## config.mk

```make
export PLATFORM = sky130hd
export DESIGN_NAME = ir_timing_to_carrier_periods_core
export DESIGN_NICKNAME = d
export VERILOG_FILES = /design/src/design/irtc_pkg.sv /design/src/design/irtc_front.sv /design/src/design/irtc_fifo.sv /design/src/design/irtc_back.sv /design/src/design/ir_timing_to_carrier_periods_core.sv
export SDC_FILE = /design/constraint.sdc
export NUM_CORES = 2
export LEC_CHECK = 0
export BUFFER_PORTS_ARGS = -buffer_cell sky130_fd_sc_hd__buf_2
export CAP_MARGIN = 40
export CORE_UTILIZATION = 25
export DETAILED_ROUTE_END_ITERATION = 8
export GPL_ROUTABILITY_DRIVEN = 0
export PLACE_DENSITY_LB_ADDON = 0.12
export SYNTH_ARGS = -nofsm -noshare
export SYNTH_HDL_FRONTEND = slang
export SYNTH_HIERARCHICAL = 1
export SYNTH_SLANG_ARGS = --single-unit
```

## constraint.sdc

```tcl
create_clock -name clk_i -period 9.8 [get_ports clk_i]
set_input_delay 1.96 -clock clk_i [delete_from_list [all_inputs] [get_ports clk_i]]
set_output_delay 1.96 -clock clk_i [all_outputs]
set_load 0.02 [all_outputs]
```

## src/design/irtc_pkg.sv

```systemverilog
// ----------------------------------------------------------------------------
// IR timing to carrier periods: shared package
// Item types, queue entry type and arithmetic constants of the converter.
// ----------------------------------------------------------------------------
`timescale 1ns / 1ps
`default_nettype none

package irtc_pkg;

  localparam int unsigned DurW    = 16;
  localparam int unsigned CarrierW = 19;
  localparam int unsigned TotalW  = 32;
  localparam int unsigned PeriodW = 32;

  localparam logic [CarrierW-1:0] CarrierMin   = 19'd15000;
  localparam logic [CarrierW-1:0] CarrierMax   = 19'd500000;
  localparam logic [CarrierW-1:0] CarrierReset = 19'd38000;

  // Index of the only configuration register.
  localparam logic RegIdxCarrierHz = 1'b0;

  localparam int unsigned QUEUE_DEPTH_DEFAULT = 4;

  // Rounding bias, odd factor of one million and its scaled reciprocal.
  localparam logic [19:0] RoundBias  = 20'd500000;
  localparam logic [13:0] Divisor    = 14'd15625;
  localparam logic [31:0] Reciprocal = 32'd2251799813;
  localparam logic [15:0] DivisorX1  = 16'd15625;
  localparam logic [16:0] DivisorX2  = 17'd31250;

  typedef struct packed {
    logic [DurW-1:0] duration_us;
    logic            last_of_burst;
  } in_item_t;

  typedef struct packed {
    logic [PeriodW-1:0] carrier_periods;
    logic               is_padding;
    logic               end_of_burst;
  } out_item_t;

  typedef struct packed {
    logic              has_prev;
    logic [TotalW-1:0] prev_total;
    logic              has_cur;
    logic [TotalW-1:0] cur_total;
    logic              pad;
  } queue_entry_t;

endpackage

`default_nettype wire

```

## src/design/irtc_front.sv

```systemverilog
// ----------------------------------------------------------------------------
// IR timing to carrier periods: front end
// Accepts timing items, merges zero-joined entries and queues finished pulses.
// ----------------------------------------------------------------------------
`timescale 1ns / 1ps
`default_nettype none

module irtc_front import irtc_pkg::*; (
  input  wire logic         clk_i,
  input  wire logic         rst_ni,
  input  wire logic         in_valid_i,
  output logic              in_stall_o,
  input  wire in_item_t     in_item_i,
  input  wire logic         q_full_i,
  output logic              q_push_o,
  output queue_entry_t      q_entry_o
);

  logic [TotalW-1:0] total_q, total_d;
  logic              pend_valid_q, pend_valid_d;
  logic              merge_q, merge_d;
  logic              odd_q, odd_d;

  logic              accept;
  logic [TotalW:0]   sum;
  logic              emit_prev;
  logic              odd_after;

  assign in_stall_o = q_full_i;
  assign accept     = in_valid_i && !q_full_i;

  always_comb begin
    sum          = {1'b0, total_q} + {{(TotalW+1-DurW){1'b0}}, in_item_i.duration_us};
    total_d      = total_q;
    pend_valid_d = pend_valid_q;
    merge_d      = merge_q;
    emit_prev    = 1'b0;
    priority if (merge_q) begin
      total_d = sum[TotalW] ? {TotalW{1'b1}} : sum[TotalW-1:0];
      merge_d = 1'b0;
    end else if (pend_valid_q && (in_item_i.duration_us == '0) &&
                 !in_item_i.last_of_burst) begin
      merge_d = 1'b1;
    end else begin
      emit_prev    = pend_valid_q;
      total_d      = {{(TotalW-DurW){1'b0}}, in_item_i.duration_us};
      pend_valid_d = 1'b1;
    end
    odd_after = odd_q ^ emit_prev;
    odd_d     = odd_after;

    q_entry_o.has_prev   = emit_prev;
    q_entry_o.prev_total = total_q;
    q_entry_o.has_cur    = in_item_i.last_of_burst;
    q_entry_o.cur_total  = total_d;
    q_entry_o.pad        = in_item_i.last_of_burst && !odd_after;
    q_push_o             = accept && (emit_prev || in_item_i.last_of_burst);

    if (in_item_i.last_of_burst) begin
      total_d      = '0;
      pend_valid_d = 1'b0;
      merge_d      = 1'b0;
      odd_d        = 1'b0;
    end
  end

  always_ff @(posedge clk_i or negedge rst_ni) begin
    if (!rst_ni) begin
      total_q      <= '0;
      pend_valid_q <= 1'b0;
      merge_q      <= 1'b0;
      odd_q        <= 1'b0;
    end else if (accept) begin
      total_q      <= total_d;
      pend_valid_q <= pend_valid_d;
      merge_q      <= merge_d;
      odd_q        <= odd_d;
    end
  end

  a_merge_needs_pulse: assert property (@(posedge clk_i) disable iff (!rst_ni)
    merge_q |-> pend_valid_q)
    else $error("merge armed without a pulse in progress");

  a_pad_only_at_end: assert property (@(posedge clk_i) disable iff (!rst_ni)
    (q_push_o && q_entry_o.pad) |-> q_entry_o.has_cur)
    else $error("padding queued without a final pulse");

  a_clear_after_end: assert property (@(posedge clk_i) disable iff (!rst_ni)
    (accept && in_item_i.last_of_burst) |=> (!pend_valid_q && !merge_q && !odd_q))
    else $error("burst state not cleared after the final item");

endmodule

`default_nettype wire

```

## src/design/irtc_fifo.sv

```systemverilog
// ----------------------------------------------------------------------------
// IR timing to carrier periods: pulse queue
// Short first-in first-out queue between the front end and the converter.
// ----------------------------------------------------------------------------
`timescale 1ns / 1ps
`default_nettype none

module irtc_fifo import irtc_pkg::*; #(
  parameter int unsigned Depth = QUEUE_DEPTH_DEFAULT
) (
  input  wire logic         clk_i,
  input  wire logic         rst_ni,
  input  wire logic         push_i,
  input  wire queue_entry_t entry_i,
  output logic              full_o,
  input  wire logic         pop_i,
  output queue_entry_t      head_o,
  output logic              empty_o
);

  localparam int unsigned PtrW = (Depth > 1) ? $clog2(Depth) : 1;
  localparam int unsigned CntW = $clog2(Depth + 1);
  localparam logic [PtrW-1:0] LastPtr = PtrW'(Depth - 1);
  localparam logic [CntW-1:0] FullCnt = CntW'(Depth);

  queue_entry_t      mem_q [Depth];
  logic [PtrW-1:0]   wr_ptr_q, rd_ptr_q;
  logic [CntW-1:0]   count_q;

  assign full_o  = (count_q == FullCnt);
  assign empty_o = (count_q == '0);
  assign head_o  = mem_q[rd_ptr_q];

  always_ff @(posedge clk_i) begin
    if (push_i) begin
      mem_q[wr_ptr_q] <= entry_i;
    end
  end

  always_ff @(posedge clk_i or negedge rst_ni) begin
    if (!rst_ni) begin
      wr_ptr_q <= '0;
      rd_ptr_q <= '0;
      count_q  <= '0;
    end else begin
      if (push_i) begin
        wr_ptr_q <= (wr_ptr_q == LastPtr) ? '0 : wr_ptr_q + 1'b1;
      end
      if (pop_i) begin
        rd_ptr_q <= (rd_ptr_q == LastPtr) ? '0 : rd_ptr_q + 1'b1;
      end
      if (push_i && !pop_i) begin
        count_q <= count_q + 1'b1;
      end else if (pop_i && !push_i) begin
        count_q <= count_q - 1'b1;
      end
    end
  end

  a_no_overflow: assert property (@(posedge clk_i) disable iff (!rst_ni)
    push_i |-> !full_o)
    else $error("push into a full queue");

  a_no_underflow: assert property (@(posedge clk_i) disable iff (!rst_ni)
    pop_i |-> !empty_o)
    else $error("pop from an empty queue");

  a_count_bound: assert property (@(posedge clk_i) disable iff (!rst_ni)
    count_q <= FullCnt)
    else $error("queue count beyond depth");

endmodule

`default_nettype wire

```

## src/design/irtc_back.sv

```systemverilog
// ----------------------------------------------------------------------------
// IR timing to carrier periods: back end
// Issues pulses one per cycle unless stalled; turns microseconds into periods.
// ----------------------------------------------------------------------------
`timescale 1ns / 1ps
`default_nettype none

module irtc_back import irtc_pkg::*; (
  input  wire logic                clk_i,
  input  wire logic                rst_ni,
  input  wire queue_entry_t        head_i,
  input  wire logic                head_valid_i,
  output logic                     pop_o,
  input  wire logic [CarrierW-1:0] carrier_hz_i,
  output logic                     out_valid_o,
  input  wire logic                out_stall_i,
  output out_item_t                out_item_o
);

  typedef enum logic [1:0] {
    SLOT_PREV,
    SLOT_CUR,
    SLOT_PAD
  } slot_e;

  slot_e slot_q, slot_d, kind, next_kind;

  logic              en;
  logic              issue;
  logic              done;
  logic [TotalW-1:0] iss_total;
  logic              iss_pad, iss_end;

  logic [4:0] v_q;
  logic [3:0] pad_q, end_q;

  logic [34:0]        ph_q, pl_q;
  logic [50:0]        x;
  logic [44:0]        y2_q, y3_q;
  logic [63:0]        prod;
  logic [31:0]        q0_3_q, q0_4_q;
  logic [45:0]        mul4;
  logic [16:0]        r4_q;
  logic [PeriodW-1:0] q5;

  out_item_t          out_q;
  logic [PeriodW-1:0] last_q;

  assign en    = !(v_q[4] && out_stall_i);
  assign issue = en && head_valid_i;

  always_comb begin
    kind = (slot_q == SLOT_PREV && !head_i.has_prev) ? SLOT_CUR : slot_q;
    unique case (kind)
      SLOT_PREV: begin
        iss_total = head_i.prev_total;
        iss_pad   = 1'b0;
        iss_end   = 1'b0;
        done      = !head_i.has_cur;
        next_kind = SLOT_CUR;
      end
      SLOT_CUR: begin
        iss_total = head_i.cur_total;
        iss_pad   = 1'b0;
        iss_end   = !head_i.pad;
        done      = !head_i.pad;
        next_kind = SLOT_PAD;
      end
      default: begin
        iss_total = '0;
        iss_pad   = 1'b1;
        iss_end   = 1'b1;
        done      = 1'b1;
        next_kind = SLOT_PREV;
      end
    endcase
    slot_d = done ? SLOT_PREV : next_kind;
    pop_o  = issue && done;
  end

  always_comb begin
    x    = {ph_q, 16'b0} + {16'b0, pl_q} + {31'b0, RoundBias};
    prod = {32'b0, y2_q[44:13]} * {32'b0, Reciprocal};
    mul4 = {14'b0, q0_3_q} * {32'b0, Divisor};
    if (r4_q >= DivisorX2) begin
      q5 = q0_4_q + 32'd2;
    end else if (r4_q >= {1'b0, DivisorX1}) begin
      q5 = q0_4_q + 32'd1;
    end else begin
      q5 = q0_4_q;
    end
    if (q5 == '0) begin
      q5 = 32'd1;
    end
  end

  always_ff @(posedge clk_i or negedge rst_ni) begin
    if (!rst_ni) begin
      slot_q <= SLOT_PREV;
      v_q    <= '0;
    end else if (en) begin
      if (issue) begin
        slot_q <= slot_d;
      end
      v_q <= {v_q[3:0], issue};
    end
  end

  always_ff @(posedge clk_i) begin
    if (en) begin
      ph_q   <= 35'(iss_total[31:16]) * 35'(carrier_hz_i);
      pl_q   <= 35'(iss_total[15:0]) * 35'(carrier_hz_i);
      pad_q  <= {pad_q[2:0], iss_pad};
      end_q  <= {end_q[2:0], iss_end};
      y2_q   <= x[50:6];
      y3_q   <= y2_q;
      q0_3_q <= prod[63:32];
      q0_4_q <= q0_3_q;
      r4_q   <= y3_q[16:0] - mul4[16:0];
      if (v_q[3]) begin
        out_q.carrier_periods <= pad_q[3] ? last_q : q5;
        out_q.is_padding      <= pad_q[3];
        out_q.end_of_burst    <= end_q[3];
        if (!pad_q[3]) begin
          last_q <= q5;
        end
      end
    end
  end

  assign out_valid_o = v_q[4];
  assign out_item_o  = out_q;

  a_issue_from_queue: assert property (@(posedge clk_i) disable iff (!rst_ni)
    pop_o |-> head_valid_i)
    else $error("queue popped while empty");

  a_periods_nonzero: assert property (@(posedge clk_i) disable iff (!rst_ni)
    out_valid_o |-> (out_item_o.carrier_periods != '0))
    else $error("zero carrier periods on output");

  a_padding_ends_burst: assert property (@(posedge clk_i) disable iff (!rst_ni)
    (out_valid_o && out_item_o.is_padding) |-> out_item_o.end_of_burst)
    else $error("padding result not marked as end of burst");

endmodule

`default_nettype wire

```

## src/design/ir_timing_to_carrier_periods_core.sv

```systemverilog
// ----------------------------------------------------------------------------
// IR timing to carrier periods: top level
// Converts bursts of IR mark/space durations into carrier period counts.
// ----------------------------------------------------------------------------
//  Port group   Direction  Handshake                   Payload
//  in_*         in         in_valid_i / in_stall_o     in_item_i (in_item_t)
//  out_*        out        out_valid_o / out_stall_i   out_item_o (out_item_t)
//  APB          in/out     psel, penable, pready       carrier_hz at address 0
//
//  One item is accepted per cycle while the pulse queue has room.
//  A final item can produce up to three results, which the converter issues
//  one per cycle unless stalled, so the queue absorbs the extra cycles at
//  each burst end. Results pass the product, sum, quotient, remainder and output
//  registers; the pipeline freezes as a whole while its output register stalls.
//  Reset clears all burst state and sets the carrier to 38000 Hz.
// ----------------------------------------------------------------------------
`timescale 1ns / 1ps
`default_nettype none

module ir_timing_to_carrier_periods_core import irtc_pkg::*; #(
  parameter int unsigned QueueDepth = QUEUE_DEPTH_DEFAULT
) (
  input  wire logic        clk_i,
  input  wire logic        rst_ni,
  input  wire logic        in_valid_i,
  output logic             in_stall_o,
  input  wire in_item_t    in_item_i,
  output logic             out_valid_o,
  input  wire logic        out_stall_i,
  output out_item_t        out_item_o,
  input  wire logic        psel,
  input  wire logic        penable,
  input  wire logic        pwrite,
  input  wire logic [2:0]  paddr,
  input  wire logic [31:0] pwdata,
  output logic [31:0]      prdata,
  output logic             pready
);

  logic [CarrierW-1:0] carrier_q;
  logic [CarrierW-1:0] carrier_d;
  logic                cfg_wr;

  queue_entry_t q_entry, q_head;
  logic         q_push, q_pop, q_full, q_empty;

  assign pready = 1'b1;
  assign cfg_wr = psel && penable && pwrite && (paddr[2] == RegIdxCarrierHz);

  always_comb begin
    carrier_d = pwdata[CarrierW-1:0];
    if (carrier_d < CarrierMin) begin
      carrier_d = CarrierMin;
    end else if (carrier_d > CarrierMax) begin
      carrier_d = CarrierMax;
    end
    prdata = (paddr[2] == RegIdxCarrierHz) ? {{(32-CarrierW){1'b0}}, carrier_q} : '0;
  end

  always_ff @(posedge clk_i or negedge rst_ni) begin
    if (!rst_ni) begin
      carrier_q <= CarrierReset;
    end else if (cfg_wr) begin
      carrier_q <= carrier_d;
    end
  end

  irtc_front u_front (
    .clk_i      (clk_i),
    .rst_ni     (rst_ni),
    .in_valid_i (in_valid_i),
    .in_stall_o (in_stall_o),
    .in_item_i  (in_item_i),
    .q_full_i   (q_full),
    .q_push_o   (q_push),
    .q_entry_o  (q_entry)
  );

  irtc_fifo #(
    .Depth (QueueDepth)
  ) u_fifo (
    .clk_i   (clk_i),
    .rst_ni  (rst_ni),
    .push_i  (q_push),
    .entry_i (q_entry),
    .full_o  (q_full),
    .pop_i   (q_pop),
    .head_o  (q_head),
    .empty_o (q_empty)
  );

  irtc_back u_back (
    .clk_i        (clk_i),
    .rst_ni       (rst_ni),
    .head_i       (q_head),
    .head_valid_i (!q_empty),
    .pop_o        (q_pop),
    .carrier_hz_i (carrier_q),
    .out_valid_o  (out_valid_o),
    .out_stall_i  (out_stall_i),
    .out_item_o   (out_item_o)
  );

endmodule

`default_nettype wire
```

==> flow_summary.json <==
{
  "grt_busiest_layer": "met2",
  "initial_core_util_pct": 25.14,
  "clk_root_buffer_cell": "clkbuf_16",
  "final_cell_mix": "1177 x inv_1, 901 x fa_1, 710 x ha_1",
  "cpMostUsedCell": "fa_1",
  "cts_resized": 0,
  "numCtsBuffers": 71,
  "cts_tree": "done",
  "die_h_um": 504.6,
  "slowest_stage": "a21oi_2",
  "num_vias": 39840,
  "synthMuxAreaShare_pct": 2.641,
  "cp-end-kind": "flip-flop",
  "final_hold_viol_count": 0,
  "min_period_ns": 8.589,
  "grtUsageMet2_pct": 23.77,
  "fin_nets": 7473,
  "cp_max_fo": 12,
  "first_pass_iters": 7,
  "hold_class": "flip-flop to flip-flop",
  "max_freq_ghz": 0.1164,
  "rsz0062_at_grt": "no",
  "crit_family": "adder cells",
  "cp-start-kind": "flip-flop",
  "worst-path-buf-inv": 6,
  "tns_ns": 0,
  "viasPerCell": 4.326,
  "max-clock-path-buffers": 3,
  "drive_gt1_share_pct": 8.002,
  "failed_checks": "DRC",
  "ys_types": 110,
  "area_delta_synth_final_pct": 11.69,
  "max_stage_delay_ns": 0.57,
  "synth_top_area_share_pct": 28.57,
  "setup_viol": 0,
  "globalRouteTotalUtil_pct": 14.05,
  "rows": 184,
  "fp.dieW_um": 504.6,
  "die_area_sq_mm": 0.2546,
  "clkTransAtPathRegs_ns": 0.06,
  "port-buffer-count": 98,
  "worst_pin_slew_ns": 0.9214,
  "synthAdderAreaFrac_pct": 42.63,
  "overflow": 0,
  "ys.flop_type": "edfxtp_1",
  "hold_buffers": 0,
  "h-tree-depth": 3,
  "fin_crit_sh_pct": 87.64,
  "synth_compound_area_share_pct": 6.206,
  "critPathRequiredTime_ns": 10.24,
  "final_common_cell": "inv_1",
  "grt_max_degree": 70,
  "io_pins": 128,
  "post_drt_wl_per_cell_um": 19.13,
  "yosys.area.top_type": "fa_1",
  "post-cts-setup-buffers": 0,
  "antenna_found_initial": 8,
  "synth-edff-count": 518,
  "synth-seq-cells": 586,
  "synth_top_family_by_area": "adder cells",
  "grt_pass1_wl_um": 273400,
  "drv_cap": 0,
  "synthCells": 5692,
  "relSlewSlack_pct": 38.46,
  "skew_ns": 0.03556,
  "insertion_delay_ns": 0.71,
  "synth_area_per_cell_sq_um": 11.09,
  "holdWs_ns": 0.4173,
  "drv_slew": 0,
  "grtUsageMet3_pct": 1.521,
  "syn_area_sq_mm": 0.06314,
  "clock-sinks": 586,
  "core_sq_mm": 0.2512,
  "outcome": "finished with violations",
  "yosys.area_share.xor_xnor_pct": 2.899,
  "grt_use_met1_pct": 19.36,
  "synth_area_leaders": "fa_1 29%, edfxtp_1 25%, ha_1 14%, inv_1 7.0%, nand2_1 3.3%",
  "ys_async_sr_fraction_pct": 11.60,
  "ys_seq_area_share_pct": 27.34,
  "dr.first_iter.drc_count": 1669,
  "dp_hpwl_um": 139700,
  "ant_nets": 0,
  "wl_um": 176200,
  "drc": 2,
  "yosys.area_share.simple_pct": 9.931,
  "arrival_ns": 9.03,
  "fillers": 26180,
  "critPathKind": "flip-flop to flip-flop",
  "first_global_vias": 43930,
  "ys.warnings.count": 6
}
==> worst reg2reg max path: cells and delay by family (launching register included) <==
| kind | cells | cell delay, ns |
|---|---|---|
| AOI/OAI and AO/OA | 7 | 2.37 |
| xor gates and xnor gates | 1 | 0.13 |
| adders and majority gates | 7 | 3.36 |
| buffers and inverters | 6 | 0.57 |
| DFF | 1 | 0.50 |
| muxes | 1 | 0.39 |
| and+or+nand+nor | 5 | 1.00 |
==> cell usage after synthesis (13+ instances only) <==
master / number
o21bai_1: 18
buf_4: 25
inv_1: 1177
a21oi_1: 184
a211oi_1: 32
ha_1: 710
mux4_2: 67
and2_1: 291
nor2_1: 151
fa_1: 901
nor4_1: 13
nand3_1: 51
o31ai_1: 22
o211ai_1: 20
a21o_1: 59
a31oi_1: 21
a22o_1: 14
nand4_1: 29
nand2b_1: 24
nor2b_1: 32
xor2_1: 75
xnor2_1: 134
edfxtp_1: 518
dfrtp_1: 62
o21a_1: 19
and3_1: 23
o21ai_0: 74
nor3_1: 34
clkbuf_1: 121
nand2_1: 550
==> metrics by stage <==
step / instance area, sq um / worst slack (ns) / instances / util, %
2_1_floorplan: 63190 / 0.7097 / 5704 / -
3_3_place_gp: 67870 / 1.093 / 9064 / 27.02
3_5_place_dp: 68140 / 1.108 / 9078 / 27.13
4_1_cts: 70520 / 1.071 / 9209 / 28.08
5_1_grt: 70520 / 0.7024 / 9209 / 28.08
6_report: 70530 / 1.211 / 9210 / 28.08
==> final cells by class <==
type / instances / area [sq um] / share of cell area [%]
inverter: 1178 / 4422 / 6.270
clock buffer: 89 / 1876 / 2.659
multi-input combinational: 3768 / 40760 / 57.79
sequential: 586 / 17270 / 24.49
timing repair buffer: 198 / 1494 / 2.118
tap: 3348 / 4189 / 5.940
clock inverter: 42 / 511.7 / 0.7256
antenna: 1 / 2.502 / 0.003548
==> metal layers <==
layer  vias up  share of wire [%]
li1      18650                  -
met1     20560                 48
met2       483                 48
met3       144                2.7
met4         0                1.7
met5         -                  0
==> state kept, by name, indices dropped and copies added, names as in the netlist <==
name	cells
u_fifo/wr_ptr_q	2
u_front/total_q	32
u_back/slot_q	2
u_back/pl_q	30
u_back/q0_4_q	32
u_back/r4_q	17
u_front/merge_q	1
u_front/pend_valid_q	1
u_back/y2_q	45
u_front/odd_q	1
u_fifo/count_q	3
u_fifo/rd_ptr_q	2
u_back/v_q	5
u_back/end_q	4
u_fifo/mem_q	268
u_back/out_item_o	2
u_back/y3_q	17
u_back/last_q	32
u_back/ph_q	35
u_back/q0_3_q	32
u_back/pad_q	4
carrier_q	19
==> logic make-up (layout without fill, tap and decap cells) <==
logic type | Yosys count | count (layout)
XOR/XNOR | 209 | 209
adder cells (fa/ha/maj) | 1611 | 1611
AO/OA/AOI/OAI | 582 | 582
AND/OR/NAND/NOR | 1270 | 1270
flip-flops | 586 | 586
multiplexers | 82 | 82
other | 2 | 15
buffers and inverters | 1350 | 1507
==> worst paths after layout <==
path | endpoint | cells after the start | from | slack [ns]
max | u_back/ph_q[31] | 27 | u_fifo/rd_ptr_q[0] | 1.21
min | u_back/end_q[3] | 0 | u_back/end_q[2] | 0.42
max reg2reg | u_back/ph_q[31] | 27 | u_fifo/rd_ptr_q[0] | 1.21
min reg2reg | u_back/end_q[3] | 0 | u_back/end_q[2] | 0.42
max in group asynchronous | u_back/slot_q[1] | 3 | rst_ni | 7.81
min in group asynchronous | carrier_q[8] | 1 | rst_ni | 1.14
Power is left out: the tool's default activity adds up to more than one toggle a clock period on the data nets, which glitch-free logic cannot reach.
